[src/sv/delt_pkg.sv]
// Shared types and codes for the desktop-entry line tokenizer.
// Used by the top level, its port checker and the testbench files; no dependencies.
package delt_pkg;

	// Request types on the input channel
	localparam logic [1:0] REQ_CHAR = 2'd0;
	localparam logic [1:0] REQ_EOL  = 2'd1;
	localparam logic [1:0] REQ_EOF  = 2'd2;
	localparam logic [1:0] REQ_NONE = 2'd3;

	// Character roles
	localparam logic [2:0] ROLE_IGN   = 3'd0;
	localparam logic [2:0] ROLE_HEAD  = 3'd1;
	localparam logic [2:0] ROLE_KEY   = 3'd2;
	localparam logic [2:0] ROLE_LOC   = 3'd3;
	localparam logic [2:0] ROLE_VALUE = 3'd4;

	// Line kinds
	localparam logic [2:0] KIND_SKIP = 3'd0;
	localparam logic [2:0] KIND_HEAD = 3'd1;
	localparam logic [2:0] KIND_KV   = 3'd2;
	localparam logic [2:0] KIND_ERR  = 3'd3;
	localparam logic [2:0] KIND_EOF  = 3'd4;

	// Error codes
	localparam logic [1:0] ERR_NONE     = 2'd0;
	localparam logic [1:0] ERR_TRAILING = 2'd1;
	localparam logic [1:0] ERR_NO_CLOSE = 2'd2;
	localparam logic [1:0] ERR_NO_EQ    = 2'd3;

	// Delimiter bytes
	localparam logic [7:0] CH_HASH   = 8'h23;
	localparam logic [7:0] CH_LBRACK = 8'h5B;
	localparam logic [7:0] CH_RBRACK = 8'h5D;
	localparam logic [7:0] CH_EQ     = 8'h3D;

	// One result record as it leaves the block
	typedef struct packed {
		logic [2:0] role;
		logic [7:0] echo;
		logic       lend;
		logic [2:0] kind;
		logic [1:0] err;
		logic       lst;
	} result_t;

endpackage

[src/sv/desktop_entry_line_tokenizer.sv]
// Top level of the desktop-entry line tokenizer: parser state and result queue.
// Depends on delt_pkg.
//
// Takes one request per cycle while in_stall is low (a byte, an end of line
// or an end of file) and tags each byte with its role; every end of line
// yields the line kind or an error code. The parse state is updated in the
// cycle the transaction is accepted and the results are written into a
// four-entry result queue, whose head drives the output. Sustained rate is
// one request per cycle while the output side drains one result per cycle;
// the only request that yields two results is the end of file that closes
// an open line. in_stall rises when the result queue holds more than two
// entries.
module desktop_entry_line_tokenizer import delt_pkg::*; (
	input  logic       clk,
	input  logic       arst_n,
	input  logic       in_valid,
	output logic       in_stall,
	input  logic [1:0] req_type,
	input  logic [7:0] char_code,
	output logic       out_valid,
	input  logic       out_stall,
	output logic [2:0] char_role,
	output logic [7:0] char_echo,
	output logic       line_end,
	output logic [2:0] line_kind,
	output logic [1:0] error_code,
	output logic       last
);

	// Parse phases
	localparam logic [3:0] PH_LEAD     = 4'd0;
	localparam logic [3:0] PH_COMMENT  = 4'd1;
	localparam logic [3:0] PH_HEAD     = 4'd2;
	localparam logic [3:0] PH_HEADTAIL = 4'd3;
	localparam logic [3:0] PH_KEY      = 4'd4;
	localparam logic [3:0] PH_LOC      = 4'd5;
	localparam logic [3:0] PH_LOCGAP   = 4'd6;
	localparam logic [3:0] PH_KEYGAP   = 4'd7;
	localparam logic [3:0] PH_VALUE    = 4'd8;
	localparam logic [3:0] PH_ERR      = 4'd9;

	localparam int QDEPTH = 4;
	localparam int PTR_W  = $clog2(QDEPTH);
	localparam int CNT_W  = $clog2(QDEPTH + 1);

	logic [3:0] phase_q, phase_d, ch_phase;
	logic [1:0] perr_q, perr_d, ch_perr;
	logic       open_q, open_d;
	logic       eof_q, eof_d;
	logic [2:0] ch_role;
	logic [2:0] cl_kind;
	logic [1:0] cl_err;
	logic       ws;
	logic       accept, pop;
	result_t    res0, res1;
	logic [1:0] push_n;

	result_t          queue_mem [QDEPTH];
	logic [PTR_W-1:0] wr_ptr_q, rd_ptr_q;
	logic [CNT_W-1:0] count_q;

	// Whitespace: tab through carriage return, and space
	assign ws = (char_code == 8'h20) || ((char_code >= 8'h09) && (char_code <= 8'h0D));

	// Per-byte phase step
	always_comb begin
		ch_role  = ROLE_IGN;
		ch_phase = phase_q;
		ch_perr  = perr_q;
		unique case (phase_q)
			PH_LEAD: begin
				if (!ws) begin
					priority if (char_code == CH_HASH) ch_phase = PH_COMMENT;
					else if (char_code == CH_LBRACK) ch_phase = PH_HEAD;
					else if (char_code == CH_EQ) ch_phase = PH_VALUE;
					else begin
						ch_phase = PH_KEY;
						ch_role  = ROLE_KEY;
					end
				end
			end
			PH_HEAD: begin
				if (char_code == CH_RBRACK) ch_phase = PH_HEADTAIL;
				else ch_role = ROLE_HEAD;
			end
			PH_HEADTAIL: begin
				if (!ws) begin
					ch_phase = PH_ERR;
					ch_perr  = ERR_TRAILING;
				end
			end
			PH_KEY: begin
				priority if (char_code == CH_LBRACK) ch_phase = PH_LOC;
				else if (char_code == CH_EQ) ch_phase = PH_VALUE;
				else if (ws) ch_phase = PH_KEYGAP;
				else ch_role = ROLE_KEY;
			end
			PH_LOC: begin
				if (char_code == CH_RBRACK) ch_phase = PH_LOCGAP;
				else ch_role = ROLE_LOC;
			end
			PH_LOCGAP, PH_KEYGAP: begin
				if (char_code == CH_EQ) ch_phase = PH_VALUE;
				else if (!ws) begin
					ch_phase = PH_ERR;
					ch_perr  = ERR_NO_EQ;
				end
			end
			PH_VALUE: ch_role = ROLE_VALUE;
			default: ;
		endcase
	end

	// Line close: kind and error from the phase the line ended in
	always_comb begin
		cl_err = ERR_NONE;
		unique case (phase_q)
			PH_HEADTAIL: cl_kind = KIND_HEAD;
			PH_VALUE:    cl_kind = KIND_KV;
			PH_HEAD, PH_LOC: begin
				cl_kind = KIND_ERR;
				cl_err  = ERR_NO_CLOSE;
			end
			PH_KEY, PH_LOCGAP, PH_KEYGAP: begin
				cl_kind = KIND_ERR;
				cl_err  = ERR_NO_EQ;
			end
			PH_ERR: begin
				cl_kind = KIND_ERR;
				cl_err  = perr_q;
			end
			default: cl_kind = KIND_SKIP;
		endcase
	end

	// Request decode: next state and the results it produces
	always_comb begin
		phase_d = phase_q;
		perr_d  = perr_q;
		open_d  = open_q;
		eof_d   = eof_q;
		res0    = '0;
		res1    = '0;
		push_n  = 2'd0;
		unique case (req_type)
			REQ_CHAR: begin
				push_n    = 2'd1;
				res0.echo = char_code;
				res0.lst  = 1'b1;
				if (!eof_q) begin
					res0.role = ch_role;
					phase_d   = ch_phase;
					perr_d    = ch_perr;
					open_d    = 1'b1;
				end
			end
			REQ_EOL, REQ_EOF: begin
				push_n    = 2'd1;
				res0.lend = 1'b1;
				res0.lst  = 1'b1;
				if (eof_q) begin
					res0.kind = KIND_EOF;
				end else begin
					phase_d = PH_LEAD;
					perr_d  = ERR_NONE;
					open_d  = 1'b0;
					if (req_type == REQ_EOL) begin
						res0.kind = cl_kind;
						res0.err  = cl_err;
					end else begin
						eof_d = 1'b1;
						if (open_q) begin
							push_n    = 2'd2;
							res0.kind = cl_kind;
							res0.err  = cl_err;
							res0.lst  = 1'b0;
							res1.lend = 1'b1;
							res1.kind = KIND_EOF;
							res1.lst  = 1'b1;
						end else begin
							res0.kind = KIND_EOF;
						end
					end
				end
			end
			REQ_NONE: ;
		endcase
	end

	// Handshakes
	assign in_stall  = (count_q > CNT_W'(QDEPTH - 2));
	assign accept    = in_valid && !in_stall;
	assign out_valid = (count_q != '0);
	assign pop       = out_valid && !out_stall;

	// Parser state
	always_ff @(posedge clk or negedge arst_n) begin
		if (!arst_n) begin
			phase_q <= PH_LEAD;
			perr_q  <= ERR_NONE;
			open_q  <= 1'b0;
			eof_q   <= 1'b0;
		end else if (accept) begin
			phase_q <= phase_d;
			perr_q  <= perr_d;
			open_q  <= open_d;
			eof_q   <= eof_d;
		end
	end

	// Result queue storage
	always_ff @(posedge clk) begin
		if (accept && (push_n != 2'd0)) queue_mem[wr_ptr_q] <= res0;
		if (accept && (push_n == 2'd2)) queue_mem[wr_ptr_q + PTR_W'(1)] <= res1;
	end

	// Result queue pointers and fill count
	always_ff @(posedge clk or negedge arst_n) begin
		if (!arst_n) begin
			wr_ptr_q <= '0;
			rd_ptr_q <= '0;
			count_q  <= '0;
		end else begin
			if (accept) wr_ptr_q <= wr_ptr_q + PTR_W'(push_n);
			if (pop) rd_ptr_q <= rd_ptr_q + PTR_W'(1);
			count_q <= count_q + (accept ? CNT_W'(push_n) : CNT_W'(0)) - CNT_W'(pop);
		end
	end

	// Output fields come straight from the queue head
	assign char_role  = queue_mem[rd_ptr_q].role;
	assign char_echo  = queue_mem[rd_ptr_q].echo;
	assign line_end   = queue_mem[rd_ptr_q].lend;
	assign line_kind  = queue_mem[rd_ptr_q].kind;
	assign error_code = queue_mem[rd_ptr_q].err;
	assign last       = queue_mem[rd_ptr_q].lst;

endmodule

[config.mk]
export PLATFORM = sky130hd
export DESIGN_NAME = desktop_entry_line_tokenizer
export DESIGN_NICKNAME = d
export VERILOG_FILES = /design/src/sv/delt_pkg.sv /design/src/sv/desktop_entry_line_tokenizer.sv
export SDC_FILE = /design/constraint.sdc
export NUM_CORES = 1
export LEC_CHECK = 0
export BUFFER_PORTS_ARGS = -buffer_cell sky130_fd_sc_hd__buf_2
export CAP_MARGIN = 10
export CORE_ASPECT_RATIO = 0.7
export CORE_MARGIN = 2
export CORE_UTILIZATION = 30
export DETAILED_ROUTE_END_ITERATION = 16
export PLACE_DENSITY_LB_ADDON = 0.2
export SYNTH_ARGS = -nofsm -noshare
export SYNTH_HDL_FRONTEND = slang
export SYNTH_SLANG_ARGS = --single-unit
export TNS_END_PERCENT = 20
[constraint.sdc]
create_clock -name clk -period 2.67 [get_ports clk]
set_input_delay 0.1335 -clock clk [delete_from_list [all_inputs] [get_ports clk]]
set_output_delay 0.1335 -clock clk [all_outputs]
set_load 0.1 [all_outputs]
==> results of run 1 <==
[layout make-up]
type,count,area (um2)
clock buffer,14,308
clock inverter,1,5.00
fill,1348,8420
inverter,14,56.3
multi-input combinational,281,2090
sequential,87,1940
tap,185,231
timing repair buffer,52,310
[sequential cells by signal, summed over array words and instances (netlist names)]
| register | flops |
|---|---|
| queue_mem | 72 |
| phase_q | 4 |
| count_q | 3 |
| perr_q | 2 |
| rd_ptr_q | 2 |
| wr_ptr_q | 2 |
| eof_q | 1 |
| open_q | 1 |
[cells in the mapped netlist (all sizes together) (2+ instances only)]
| cell | count |
|---|---|
| dfxtp | 60 |
| o21ai | 43 |
| nand3 | 38 |
| nand2 | 31 |
| o2bb2ai | 30 |
| clkbuf | 24 |
| nor2 | 19 |
| mux4 | 18 |
| dfrtp | 15 |
| inv | 14 |
| edfxtp | 12 |
| a21oi | 11 |
| nor3 | 8 |
| or3 | 8 |
| ha | 7 |
| nand2b | 7 |
| buf | 6 |
| nor2b | 4 |
| o31ai | 4 |
| nand3b | 3 |
| o21bai | 3 |
| xnor2 | 3 |
| a211o | 2 |
| a211oi | 2 |
| a21o | 2 |
| a22oi | 2 |
| a31oi | 2 |
| and2 | 2 |
| and3 | 2 |
| mux2 | 2 |
| nand4b | 2 |
| nand4bb | 2 |
| nor3b | 2 |
| o21a | 2 |
| o22ai | 2 |
| or2 | 2 |
| or4b | 2 |
| xor2 | 2 |
[layout by cell type, fill, tap and decap left out, drive strengths merged, types with 2 or more instances in the layout]
master,count
a211o,2
a211oi,2
a21o,2
a21oi,11
a22oi,2
a31oi,2
and2,2
and3,2
buf,51
clkbuf,14
dfrtp,15
dfxtp,60
edfxtp,12
ha,7
inv,13
mux2,2
mux4,18
nand2,31
nand2b,7
nand3,38
nand3b,3
nand4b,2
nand4bb,2
nor2,19
nor2b,4
nor3,8
nor3b,2
o21a,2
o21ai,43
o21bai,3
o22ai,2
o2bb2ai,30
o31ai,4
or2,2
or3,8
or4b,2
xnor2,3
xor2,2
[critical path, cell delays in order (launching register included)]
cell	delay (ps)
dfrtp_1	440
nand3b_1	140
a21oi_1	70
nor2_1	180
nand3_1	150
ha_1	300
inv_1	30
ha_1	190
fa_2	400
xnor2_2	140
xnor2_1	120
[power by group]
group	switching [mW]	internal [mW]	leakage [nW]
Sequential	0.291	1.70	0.776
Clock	0.498	0.795	0.154
Combinational	1.71	0.819	0.919
Total	2.50	3.31	1.85
[cell families after synthesis]
group	count (synthesis)
and+or+nand+nor	136
AOI/OAI and AO/OA	111
DFF	87
buffers and inverters	44
muxes	21
adders and majority gates	8
xor gates and xnor gates	5
[path summary, 6_finish.rpt]
kind                                       start          endpoint
min in group asynchronous                 arst_n        phase_q[1]
max in group asynchronous                 arst_n       rd_ptr_q[1]
worst max register to register             eof_q        count_q[2]
worst max-delay path                       eof_q        count_q[2]
worst min register to register  queue_mem[3][17]  queue_mem[3][17]
worst min-delay path                    in_valid             eof_q
[layer usage]
layer  vias up  GRT usage (%)  wire length [um]
met2        77           23.1              4650
met4         0           4.33               147
li1       1603              -                 -
met5         -              0                 0
met1      1588           22.8              5560
met3        19           3.20               511
[repair_timing]
action | in CTS | in global routing
hold endpoints to repair | 15 | 0
buffers inserted | 0 | 0
hold buffers | 1 | 0
endpoints found under the setup margin | 0 | 0
==> results.tsv, run 1 <==
stage	metric	value	unit
final_layout	drive_above_1_share	21.8	%
clock_network	numCtsBuffers	9	
critical_path	required	2890	ps
route	wire_per_inst	17.1	um
final_layout	n_antenna_cell	0	
worst_hold_path	worstHoldPathCells	2	
clock_network	cts_root_buf	clkbuf_16	
critical_path	crit_type	reg2reg	
final_layout	area_delta_synth_final	18.5	%
clock_network	cts_tree	done	
timing	period_share	85.3	%
place	dp_slack	316	ps
timing	min_period	2280	ps
route	viasPerCell	5.18	
clock_network	clock_sinks	87	
synth	synth_area	4170	um2
clock_network	insertion_delay	340	ps
timing	slew_headroom	66.2	%
synth	ys_types	55	
synth	ys_seq_area_share	46.5	%
route	drt_iter0_drc	237	
job	maxCapViolations	0	
place	place.gp.congestion	0.805	
synth	syn-mean-instance-area	10.1	um2
global_route	antenna_found_initial	0	
timing	rsz0062_at_grt	no	
synth	synthAdderAreaFrac	2.58	%
final_layout	fin_nets	467	
synth	synthTopCellsByArea	dfxtp_1 29%, mux4_2 9.7%, dfrtp_1 9.0%	
die	fp-row-count	35	
synth	postSynth.asyncResetShare	17.2	%
global_route	grt_use_total	15.5	%
global_route	grt_max_degree	31	
route	drt_first_pass_iters	5	
route	vias	3287	
critical_path	arrival	2500	ps
clock_network	cts_resized	0	
synth	synth_compound_area_share	18.0	%
final_layout	fin_area	4940	um2
die	initial_utilization	31.2	%
die	core	13400	um2
power	p_leak	1.85	nW
critical_path	worstPathMaxFanout	8	
route	antenna_left	0	
clock_network	clkTransAtPathRegs	60	ps
synth	ys_ff_latch	87	
place	dp_hpwl	7710	um
die	fp.dieW	145	um
timing	fmax	439	MHz
timing	setup-violations-final	0	
timing	fin_skew	7.56	ps
timing	final_hold_viol_count	0	
die	dieArea	14900	um2
power	cellPowerDensity	1180	nW/um2
critical_path	start_kind	flop	
power	vdd_ir_drop_max	0.000300	V
status	outcome	completed	
timing	setup-tns-final	0	ps
critical_path	end_kind	flop	
route	wirelength	10900	um
global_route	overflow	0	
synth	yosys_warnings	0	
timing	tightest_slew	502	ps
timing	slew_violations	0	
route	drc	0	
clock_network	htreeDepth	3	
synth	yosys.area.top_type	dfxtp_1	
final_layout	fin_cells	634	
power	power	5.81	mW
clock_network	ctsLongestPathBuffers	2	
synth	syn-num-nets	434	
place	dpl_cell_area	4610	um2
timing	setup_slack	392	ps
global_route	grt_pass1_vias	3178	
final_layout	finalCoreUtilization	37.0	%
synth	synth-simple-area-share	17.3	%
global_route	grt_pass1_wl	17400	um
synth	synthFlopType	dfxtp_1	
synth	synth-xor-area-share	1.05	%
place	io_buffers	33	
timing	whs	123	ps
die	io_pins	34	
worst_hold_path	hold_class	in2reg	
synth	synth_top_family_by_area	compound AO/OA/AOI/OAI gates	
critical_path	r2r_setup_slack	390	ps
synth	muxShareOfSynthArea	10.5	%
synth	netlist_instances	412	
synth	synth_top_area_share	28.8	%
critical_path	rr_worst_depth	10	
place	dp.cells	618	
synth	synth-edff-count	12	
die	dieHeight	103	um
Note: power is estimated with default switching activity, not from simulation.
==> inputs of run 2 (changes only) <==
Settings changed: CTS_BUF_LIST set to sky130_fd_sc_hd__clkbuf_16.
Clock period 2.67 ns to 2.53 ns, I/O delays scaled along.
==> run 2 against run 1 <==
Effect of this change:
- worst setup slack got worse by 140 ps
- total power rose by 5.9%
- cell area rose by 0.73%
- fmax fell by 0.20%
- combinational power rose by 7%
- clock skew fell by 2.8 ps
- wire length rose by 1.2%
- largest cell class unchanged
==> results.tsv, run 2 (same netlist as run 1, synthesis figures left out) <==
stage	metric	value	unit	change
critical_path	end_kind	flop		
critical_path	cp_cell_sequence	or3_4 > nor2b_1 > ha_1 > inv_1 > ha_1 > fa_2 > xnor2_2 > xnor2_1		
final_layout	final_cell_mix	60 x dfxtp_1, 43 x o21ai_0, 38 x nand3_1, 33 x buf_2		
timing	slew_violations	0		unchanged
power	power	6.15	mW	+5.9%
timing	fmax	438	MHz	-0.20%
critical_path	start_kind	flop		
global_route	grtUsageMet2	24.5	%	+1.4 points
final_layout	n_antenna_cell	0		unchanged
global_route	grt-busiest-layer	met2		
final_layout	area_delta_synth_final	19.3	%	
die	core	13400	um2	unchanged
route	wire_per_inst	17.2	um	+0.57%
timing	period_share	90.2	%	+4.9 points
die	initial_utilization	31.2	%	unchanged
route	vias	3298		+0.33%
global_route	grt_pass1_vias	3357		+5.6%
place	dp_hpwl	7870	um	+2.1%
clock_network	clock_sinks	87		unchanged
timing	final_hold_viol_count	0		unchanged
global_route	grt_pass1_wl	18100	um	+4.0%
critical_path	crit_family	adder cells		
final_layout	drive_above_1_share	23.0	%	+1.1 points
clock_network	ctsLongestPathBuffers	2		unchanged
critical_path	crit_buf_inv	1		unchanged
final_layout	n_fill_cell	1333		-1.1%
route	wirelength	11000	um	+1.2%
route	drc	0		unchanged
timing	slew_headroom	65.0	%	-1.2 points
power	p_leak	1.87	nW	+1.0%
die	dieArea	14900	um2	unchanged
timing	min_period	2280	ps	+4.57 ps
global_route	grt_use_total	16.0	%	+0.46 points
timing	whs	116	ps	-6.66 ps
global_route	overflow	0		unchanged
global_route	gr-usage-met3	3.25	%	+0.046 points
critical_path	crit_type	reg2reg		
final_layout	largest_register_ff_count	72		unchanged
status	outcome	completed		
critical_path	required	2750	ps	-140 ps
clock_network	insertion_delay	340	ps	about the same
final_layout	layout_commonest_cell	dfxtp_1		
die	fp-row-count	35		unchanged
critical_path	worst_path_largest_cell_delay	420	ps	-20 ps
timing	fin_skew	4.79	ps	-2.77 ps
global_route	grtUsageMet1	23.3	%	+0.55 points
final_layout	top_register	queue_mem		
die	fp.dieW	145	um	unchanged
critical_path	arrival	2500	ps	about the same
place	io_buffers	33		unchanged
power	vdd_ir_drop_max	0.000302	V	+0.51%
job	maxCapViolations	0		unchanged
timing	tightest_slew	520	ps	+18.2 ps
global_route	antenna_found_initial	0		unchanged
route	viasPerCell	5.17		-0.29%
power	cellPowerDensity	1240	nW/um2	+5.1%
final_layout	fin_nets	471		+0.86%
timing	setup-violations-final	0		unchanged
clock_network	cts_tree	done		
route	drt_first_pass_iters	4		-1
clock_network	numCtsBuffers	9		unchanged
die	io_pins	34		unchanged
final_layout	reg.largest.list	queue_mem x72, phase_q x4, count_q x3		
clock_network	clkTransAtPathRegs	60	ps	about the same
critical_path	crit_top_cell	ha_1		
timing	rsz0062_at_grt	no		
critical_path	crit_slowest_cell	dfrtp_1		
route	drt_iter0_drc	259		+9.3%
place	place.gp.congestion	0.806		+0.14%
worst_hold_path	hold_class	in2reg		
clock_network	htreeDepth	3		unchanged
critical_path	worstPathMaxFanout	3		-5
clock_network	cts_root_buf	clkbuf_16		
global_route	grt_max_degree	31		unchanged
route	antenna_left	0		unchanged
clock_network	cts_resized	0		unchanged
die	dieHeight	103	um	unchanged
## run 2: cell count changes in the layout (fill, tap and decap cells not counted), sizes merged
cell | previous run | this run
clkinv | 1 | 2
buf | 51 | 55
clkbuf | 14 | 10
inv | 13 | 15
bufinv | 0 | 1
## run 2: layout make-up
class / instances / area (um2) / area share (%)
Inverter: 14 / 58.8 / 1.18
Multi-Input combinational cell: 281 / 2090 / 42.0
Sequential cell: 87 / 1940 / 38.9
Clock inverter: 5 / 53.8 / 1.08
Tap cell: 185 / 231 / 4.65
Timing Repair Buffer: 56 / 353 / 7.09
Clock buffer: 10 / 250 / 5.03
## run 2: worst paths after layout
kind | slack [ps] | endpoint | from | cells past startpoint
worst max-delay path | 250 | count_q[2] | count_q[1] | 8
max in group asynchronous | 2040 | wr_ptr_q[1] | arst_n | 2
worst max register to register | 250 | count_q[2] | count_q[1] | 8
worst min-delay path | 120 | eof_q | in_valid | 2
worst min register to register | 460 | queue_mem[3][10] | queue_mem[3][10] | 1
min in group asynchronous | 230 | phase_q[0] | arst_n | 2
## run 2: worst register-to-register path, delay by kind of cell (launching register included)
family | cells | cell delay (ps)
adders and majority gates | 3 | 880
xor gates and xnor gates | 2 | 260
buffers and inverters | 1 | 40
DFF | 1 | 420
and+or+nand+nor | 2 | 560
## run 2: layer usage
metal	vias up	share of wire (%)	wire length (um)
li1	1616	-	-
met1	1603	50	5550
met2	69	43	4760
met3	10	5.3	588
met4	0	0.86	95
met5	-	0	0
## run 2: stage by stage
step | instances | instance area, um2 | utilization, % | TNS [ps] | worst slack [ps]
finish | 638 | 4970 | 37.2 | 0 | 248
global route | 638 | 4970 | 37.2 | 0 | 69.1
CTS | 638 | 4970 | 37.2 | 0 | 224
detailed placement | 622 | 4660 | 34.9 | 0 | 170
global placement | 622 | 4660 | 34.9 | 0 | 217
floorplan | 412 | 4230 | - | -406 | -108
## run 2: timing repair
action                                 CTS  global route
endpoints found under the hold margin   15             0
hold buffers                             1             0
setup buffers                            0             0
## run 2: where the power goes
| group | internal, mW | switching, mW |
|---|---|---|
| clock network | 0.818 | 0.538 |
| registers | 1.79 | 0.300 |
| logic | 0.874 | 1.83 |
